<file path="config.mk">
export PLATFORM = sky130hd
export DESIGN_NAME = sensor_frame_sum_checked_parser_unit
export DESIGN_NICKNAME = d
export VERILOG_FILES = /design/src/rtl/core/sfsp_pkg.sv /design/src/rtl/core/sensor_frame_sum_checked_parser_unit.sv
export VERILOG_INCLUDE_DIRS = /design/src /design/src/rtl/core
export SDC_FILE = /design/constraint.sdc
export NUM_CORES = 1
export LEC_CHECK = 0
export ABC_CLOCK_PERIOD_IN_PS = 5000
export BUFFER_PORTS_ARGS = -buffer_cell sky130_fd_sc_hd__buf_2
export CAP_MARGIN = 10
export CELL_PAD_IN_SITES_DETAIL_PLACEMENT = 0
export CELL_PAD_IN_SITES_GLOBAL_PLACEMENT = 2
export CORE_MARGIN = 5
export CORE_UTILIZATION = 40
export DETAILED_ROUTE_END_ITERATION = 16
export GPL_TIMING_DRIVEN = 0
export PLACE_DENSITY_LB_ADDON = 0.1
export SLEW_MARGIN = 20
export SYNTH_ARGS = -nofsm -noshare
export SYNTH_HDL_FRONTEND = slang
export SYNTH_SLANG_ARGS = --single-unit
</file>
<file path="constraint.sdc">
create_clock -name clk_i -period 5 [get_ports clk_i]
set_clock_uncertainty 0.2 [all_clocks]
set_input_delay 1 -clock clk_i [delete_from_list [all_inputs] [get_ports clk_i]]
set_output_delay 1 -clock clk_i [all_outputs]
set_load 0.01 [all_outputs]
</file>
<file path="src/rtl/core/assert_macros.svh">
// Assertion helpers shared by the RTL.
`ifndef ASSERT_MACROS_SVH
`define ASSERT_MACROS_SVH

// Clocked check, disabled while in reset.
`define SFSP_ASSERT(lbl, prop) \
  lbl: assert property (@(posedge clk_i) disable iff (!rst_ni) (prop)) \
    else $error("%m: check failed");

// Clocked check that also runs during reset.
`define SFSP_ASSERT_ALWAYS(lbl, prop) \
  lbl: assert property (@(posedge clk_i) (prop)) \
    else $error("%m: check failed");

`endif

</file>
<file path="src/rtl/core/sfsp_pkg.sv">
`default_nettype none
package sfsp_pkg;

  localparam logic [7:0] HdrFirst  = 8'h32;
  localparam logic [7:0] HdrSecond = 8'h3D;
  localparam logic [5:0] PosStart  = 6'd2;
  localparam logic [5:0] PosPm25Hi = 6'd12;
  localparam logic [5:0] PosPm25Lo = 6'd13;
  localparam logic [5:0] PosPm10Hi = 6'd14;
  localparam logic [5:0] PosPm10Lo = 6'd15;
  localparam logic [5:0] PosSumHi  = 6'd30;
  localparam logic [5:0] PosLast   = 6'd31;
  localparam logic [12:0] HdrSum   = 13'(HdrFirst) + 13'(HdrSecond);

  typedef logic [7:0]  byte_t;
  typedef logic [31:0] word_t;
  typedef logic [15:0] half_t;
  typedef logic [12:0] sum_t;
  typedef logic [5:0]  pos_t;

endpackage
`default_nettype wire

</file>
<file path="src/rtl/core/sensor_frame_sum_checked_parser_unit.sv">
// Channel | Direction | Handshake              | Payload
// input   | in        | in_valid_i / in_stall_o  | rx_byte_i, time_ms_i
// result  | out       | out_valid_o / out_stall_i | frame_good_o, pm25_value_o,
//         |           |                        | pm10_value_o, packet_time_ms_o,
//         |           |                        | error_total_o
// One byte per cycle sustained while no last byte is stalled; a byte is
// registered, then parsed, and a frame result is registered at the end of the
// same cycle in which its last byte is parsed.
// Reset clears frame tracking and the error count; no clearing pass.
// A stalled result blocks only a following last byte and the input behind it; other bytes keep flowing.
`default_nettype none
module sensor_frame_sum_checked_parser_unit (
  input  wire                 clk_i,
  input  wire                 rst_ni,
  input  wire                 in_valid_i,
  output logic                in_stall_o,
  input  sfsp_pkg::byte_t     rx_byte_i,
  input  sfsp_pkg::word_t     time_ms_i,
  output logic                out_valid_o,
  input  wire                 out_stall_i,
  output logic                frame_good_o,
  output sfsp_pkg::half_t     pm25_value_o,
  output sfsp_pkg::half_t     pm10_value_o,
  output sfsp_pkg::word_t     packet_time_ms_o,
  output sfsp_pkg::word_t     error_total_o
);
  import sfsp_pkg::*;

  // input register
  logic  s1_valid_q;
  byte_t s1_byte_q;
  word_t s1_time_q;

  // parser state
  logic  inside_q, inside_d;
  pos_t  pos_q, pos_d;
  byte_t prev_q, prev_d;
  sum_t  sum_q, sum_d;
  half_t pm25_q, pm25_d;
  half_t pm10_q, pm10_d;
  byte_t sent_hi_q, sent_hi_d;
  word_t err_q, err_d;

  // result register
  logic  out_valid_q, out_valid_d;
  logic  good_q, good_d;
  half_t res_pm25_q, res_pm25_d;
  half_t res_pm10_q, res_pm10_d;
  word_t res_time_q, res_time_d;
  word_t res_err_q, res_err_d;

  logic  is_last;
  logic  s1_fire;
  logic  res_fire;
  logic  sum_ok;
  logic  in_xfer;

  assign is_last    = inside_q && (pos_q >= PosLast);
  assign in_stall_o = s1_valid_q && is_last && out_valid_q && out_stall_i;
  assign s1_fire    = s1_valid_q && !in_stall_o;
  assign res_fire   = s1_fire && is_last;
  assign in_xfer    = in_valid_i && !in_stall_o;
  assign sum_ok     = {3'b000, sum_q} == {sent_hi_q, s1_byte_q};

  always_comb begin
    inside_d  = inside_q;
    pos_d     = pos_q;
    prev_d    = prev_q;
    sum_d     = sum_q;
    pm25_d    = pm25_q;
    pm10_d    = pm10_q;
    sent_hi_d = sent_hi_q;
    err_d     = err_q;
    if (s1_fire) begin
      if (!inside_q) begin
        if (prev_q == HdrFirst && s1_byte_q == HdrSecond) begin
          inside_d = 1'b1;
          pos_d    = PosStart;
          sum_d    = HdrSum;
        end
        prev_d = s1_byte_q;
      end else if (!is_last) begin
        if (pos_q < PosSumHi) begin
          sum_d = sum_q + sum_t'(s1_byte_q);
        end
        case (pos_q)
          PosPm25Hi: pm25_d[15:8] = s1_byte_q;
          PosPm25Lo: pm25_d[7:0]  = s1_byte_q;
          PosPm10Hi: pm10_d[15:8] = s1_byte_q;
          PosPm10Lo: pm10_d[7:0]  = s1_byte_q;
          PosSumHi:  sent_hi_d    = s1_byte_q;
          default:   ;
        endcase
        pos_d = pos_q + pos_t'(1);
      end else begin
        if (!sum_ok) begin
          err_d = err_q + word_t'(1);
        end
        inside_d = 1'b0;
        pos_d    = '0;
        prev_d   = '0;
      end
    end
  end

  always_comb begin
    out_valid_d = out_valid_q && out_stall_i;
    good_d      = good_q;
    res_pm25_d  = res_pm25_q;
    res_pm10_d  = res_pm10_q;
    res_time_d  = res_time_q;
    res_err_d   = res_err_q;
    if (res_fire) begin
      out_valid_d = 1'b1;
      good_d      = sum_ok;
      res_pm25_d  = sum_ok ? pm25_q : '0;
      res_pm10_d  = sum_ok ? pm10_q : '0;
      res_time_d  = s1_time_q;
      res_err_d   = err_d;
    end
  end

  always_ff @(posedge clk_i or negedge rst_ni) begin
    if (!rst_ni) begin
      s1_valid_q  <= 1'b0;
      inside_q    <= 1'b0;
      pos_q       <= '0;
      prev_q      <= '0;
      sum_q       <= '0;
      err_q       <= '0;
      out_valid_q <= 1'b0;
    end else begin
      if (!in_stall_o) begin
        s1_valid_q <= in_valid_i;
      end
      inside_q    <= inside_d;
      pos_q       <= pos_d;
      prev_q      <= prev_d;
      sum_q       <= sum_d;
      err_q       <= err_d;
      out_valid_q <= out_valid_d;
    end
  end

  always_ff @(posedge clk_i) begin
    if (in_xfer) begin
      s1_byte_q <= rx_byte_i;
      s1_time_q <= time_ms_i;
    end
    pm25_q     <= pm25_d;
    pm10_q     <= pm10_d;
    sent_hi_q  <= sent_hi_d;
    good_q     <= good_d;
    res_pm25_q <= res_pm25_d;
    res_pm10_q <= res_pm10_d;
    res_time_q <= res_time_d;
    res_err_q  <= res_err_d;
  end

  assign out_valid_o      = out_valid_q;
  assign frame_good_o     = good_q;
  assign pm25_value_o     = res_pm25_q;
  assign pm10_value_o     = res_pm10_q;
  assign packet_time_ms_o = res_time_q;
  assign error_total_o    = res_err_q;

`include "assert_macros.svh"

  // a bad frame bumps the error count by exactly one
  `SFSP_ASSERT(a_err_step, (res_fire && !sum_ok) |=> (err_q == $past(err_q) + word_t'(1)))
  // a good frame leaves the error count alone
  `SFSP_ASSERT(a_err_hold, (res_fire && sum_ok) |=> $stable(err_q))
  // bad results carry zeroed readings
  `SFSP_ASSERT(a_bad_zero, (out_valid_q && !good_q) |-> (res_pm25_q == '0 && res_pm10_q == '0))
  // position stays within the frame while collecting
  `SFSP_ASSERT(a_pos_range, inside_q |-> (pos_q >= PosStart && pos_q <= PosLast))
  // stall only ever holds a pending byte
  `SFSP_ASSERT_ALWAYS(a_stall_cause, in_stall_o |-> (s1_valid_q && out_valid_q))

endmodule
`default_nettype wire

</file>
==> Flow_metrics.wiki <==
{| class="wikitable"
! Metric !! Value
|-
| Post-synth EDFFs || about 180
|-
| Number of hold buffers added after cts || 0
|-
| Total Routing Usage GR || 0.138
|-
| Final Slew Violations || 0
|-
| Part of the total power dissipated in sequential elements || 0.485
|-
| Worst setup SP type || register
|-
| Mean number of vias per cell || 4.95
|-
| Maximum fanout count along the critical path || 10
|-
| Net switching power || 0.00107 W
|-
| Yosys top cell by area || sky130_fd_sc_hd__edfxtp_1
|-
| Cells traversed along the worst timing path || ha_1, or4_4, nor4_2, a21oi_1, buf_2, nand3_1, xnor2_1
|-
| CTS H-tree lvls || 1
|-
| Area Growth Syn to Fin || 23.4%
|-
| Fraction of post-synthesis cell area in the top cell type by area || 0.594
|-
| Worst Setup End Kind || register
|-
| Proportion of synthesized chip area in sequential cells || 0.767
|-
| Post-synthesis area per instance || 16.4 um2
|-
| Number of warnings printed during yosys synthesis || 0
|-
| Core region area || 0.0220 mm2
|-
| Register clock-pin slew on the reported worst setup and hold paths || 0.06 ns
|-
| Critical register-to-register path startpoint || s1_byte_q[5]
|-
| X dimension of the die || 160 um
|-
| Unique masters post-synth || slightly above 50
|-
| Cell types with the highest counts after synthesis || sky130_fd_sc_hd__edfxtp_1, sky130_fd_sc_hd__dfrtp_1, sky130_fd_sc_hd__and3_1, sky130_fd_sc_hd__xnor2_1
|-
| Total die area || roughly 0.025 mm2
|-
| Resize count post-CTS || 0
|-
| Post-route antenna net violation count || 0
|-
| First-pass GRT wire length || 28700 um
|-
| Number of clock sinks || 239
|-
| Post-Place Worst Slack || 1.05 ns
|-
| Grt ovf || 0
|-
| Share of power burned in combinational logic || 0.095
|-
| R2R Setup Slk || 1.18 ns
|-
| Worst slew slack as a fraction of its limit || 0.427
|-
| Layout cell share with drive strength beyond 1 || 0.282
|-
| Number of nets in the synthesized netlist || 604
|-
| Actual transition at the worst max-transition pin || 0.852 ns
|-
| Total setup violations reported at the end of the flow || 0
|-
| Outcome || complete, no violations
|-
| Cells after Synth || 546
|-
| Port-buffer cells || 142
|-
| Cell at the slowest stage of the critical path || sky130_fd_sc_hd__nor4_2
|-
| Classification of the worst setup path || reg2reg
|-
| Pre-Repair DR Iteration Count || 6
|-
| Switching Share || 0.227
|-
| Internal cell power || 0.00365 W
|-
| Post-detailed-route wirelength per cell || 17.3 um
|-
| Maximum number of pins on one net before global-route repair || 59
|-
| Antenna violations before repair || 1
|-
| Capture point of the worst reg-to-reg path || error_total_o[9]
|-
| TritonCTS Buffers || 26
|-
| Tightest Hold Check Type || in2async
|-
| Drc violations || 0
|-
| Required @ worst endpoint || 5.05 ns
|-
| TritonCTS clock tree || done
|-
| Delay of the slowest cell on the worst path || 0.78 ns
|-
| Synth async-reset ratio || 0.259
|-
| Register bit count reported by yosys || 239
|-
| Final-stage net count || between 700 and 800
|-
| IR drop worst, VDD || 268 uV
|-
| Share of the cycle needed by the critical path after routing || 0.765
|-
| Routability congestion estimate || roughly 0.77
|-
| Half-perimeter wire length after placement || around 12000 um
|-
| Unrepaired setup endpoints after global routing || no
|-
| Top achievable clock speed || 262 MHz
|-
| Antenna cell count || 0
|-
| Vias in the first global route || ~5300
|-
| Cell Area, Synth || approximately 0.0090 mm2
|-
| Number of placement rows || 54
|-
| Ports || 143
|-
| Clock network power share || 0.420
|-
| Setup slack of the critical path after layout || between 1 and 1.5 ns
|-
| Post-Route WL || 17600 um
|-
| Vias after detailed routing || 5057
|-
| Overall die height || 160 um
|-
| Max-cap violations || 0
|-
| Source-to-sink clock delay at the later pin of the worst-skew pair || about 0.52 ns
|-
| Effective utilization at floorplan || 0.408
|-
| Clk Tree Root Cell || sky130_fd_sc_hd__clkbuf_16
|-
| Count of cells along the worst register-to-register path || 7
|-
| Hold Worst Slack || 0.175 ns
|-
| First-iteration detailed-routing DRC count || 243
|-
| Most common cell in the synthesized netlist || sky130_fd_sc_hd__edfxtp_1
|-
| Buffer depth of the longest clock path || 3
|-
| Pwr/cell area || 427 mW/mm2
|-
| Synth top area cells || sky130_fd_sc_hd__edfxtp_1, sky130_fd_sc_hd__dfrtp_1, sky130_fd_sc_hd__xnor2_1
|-
| Tmin final || approximately 3.8 ns
|-
| Leakage power || 4.58 nW
|-
| Hold Fails Final Rpt || 0
|-
| Setup Buffers After CTS || 0
|-
| Worst Path Arrival || 3.87 ns
|-
| Most common flop cell mapped by yosys || sky130_fd_sc_hd__edfxtp_1
|}
[layout by cell type, fill, tap and decap left out, drive strengths merged, types with 6 or more instances in the layout]
cell and instances:
edfxtp 177, buf 150, dfrtp 62, clkbuf 46
and3 42, xnor2 34, nand2 19, nand3 19
nand4 17, nor2 16, and2 14, a21oi 13
ha 13, inv 11, clkinv 11, xor2 10
a22o 10, or4 8, a31oi 7, o21ai 6
[sequential cells by signal (all words and copies together) (netlist names), 13 cells and up]
signal,flops
sum_q,13
s1_time_q,32
err_q,32
pm25_value_o,16
packet_time_ms_o,32
error_total_o,32
pm10_q,16
pm10_value_o,16
pm25_q,16
[cell families (layout without fill, tap and decap cells)]
group,count (synthesis),count (layout),synth area share
XOR/XNOR,44,44,0.0430
multiplexers,3,3,0.00349
buffers and inverters,27,222,0.0117
AO/OA/AOI/OAI,60,60,0.0486
AND/OR/NAND/NOR,159,159,0.106
adder cells (fa/ha/maj),14,14,0.0204
flip-flops,239,239,0.767
[metal layers]
metal,vias to the layer above,share of wire,global-route usage
met2,133,0.48,0.231
li1,2443,-,-
met5,-,0.00051,0
met3,36,0.079,0.0474
met1,2443,0.42,0.174
met4,2,0.018,0.0343
[how the worst max path moves through the flow]
| stage | to | depth (start not counted) | startpoint |
|---|---|---|---|
| floorplan | error_total_o[0] | 3 | out_stall_i |
| global placement | s1_time_q[9] | 4 | pos_q[0] |
| detailed placement | error_total_o[15] | 8 | s1_byte_q[6] |
| CTS | error_total_o[15] | 8 | s1_byte_q[6] |
| global route | error_total_o[14] | 8 | s1_byte_q[6] |
| finish | error_total_o[9] | 7 | s1_byte_q[5] |
[final cells by class]
type                    instances  area [um2]
well taps                     280         350
fillers                      1903       10900
clock inverters                15         176
plain buffers                  16        63.8
clock buffers                  33         739
inverters                      11        46.3
flip-flops and latches        239        6870
repair buffers                147         806
multi-input cells             280        2000
[stage by stage]
stage	cells	instance area [um2]	TNS, ns	total power, W	util
floorplan	546	8950	0	0.00263	-
finish	1021	11100	0	0.00472	0.503
detailed placement	973	10100	0	0.00278	0.462
global placement	968	10000	-1.34	0.00276	0.456
CTS	1021	11100	0	0.00479	0.503
global route	1021	11100	0	0.00495	0.503
[power groups by stage]
| stage | logic [W] | clock network (W) | registers [W] |
|---|---|---|---|
| 3_3_place_gp | 0.000435 | 0 | 0.00233 |
| 4_1_cts | 0.000453 | 0.00205 | 0.00229 |
| 6_report | 0.000447 | 0.00198 | 0.00229 |
| 2_1_floorplan | 0.000329 | 0 | 0.00230 |
| 3_5_place_dp | 0.000453 | 0 | 0.00233 |
| 5_1_grt | 0.000510 | 0.00214 | 0.00230 |
[worst max-delay path: cells and delay by family, from the launching register on]
kind            cells  cell delay [ns]
simple gates        3             1.43
flops               1             0.59
fa+ha+maj           1             0.47
compound gates      1             0.43
buf+inv             1             0.33
xor+xnor            1             0.10
(Power assumes the default switching activity.)
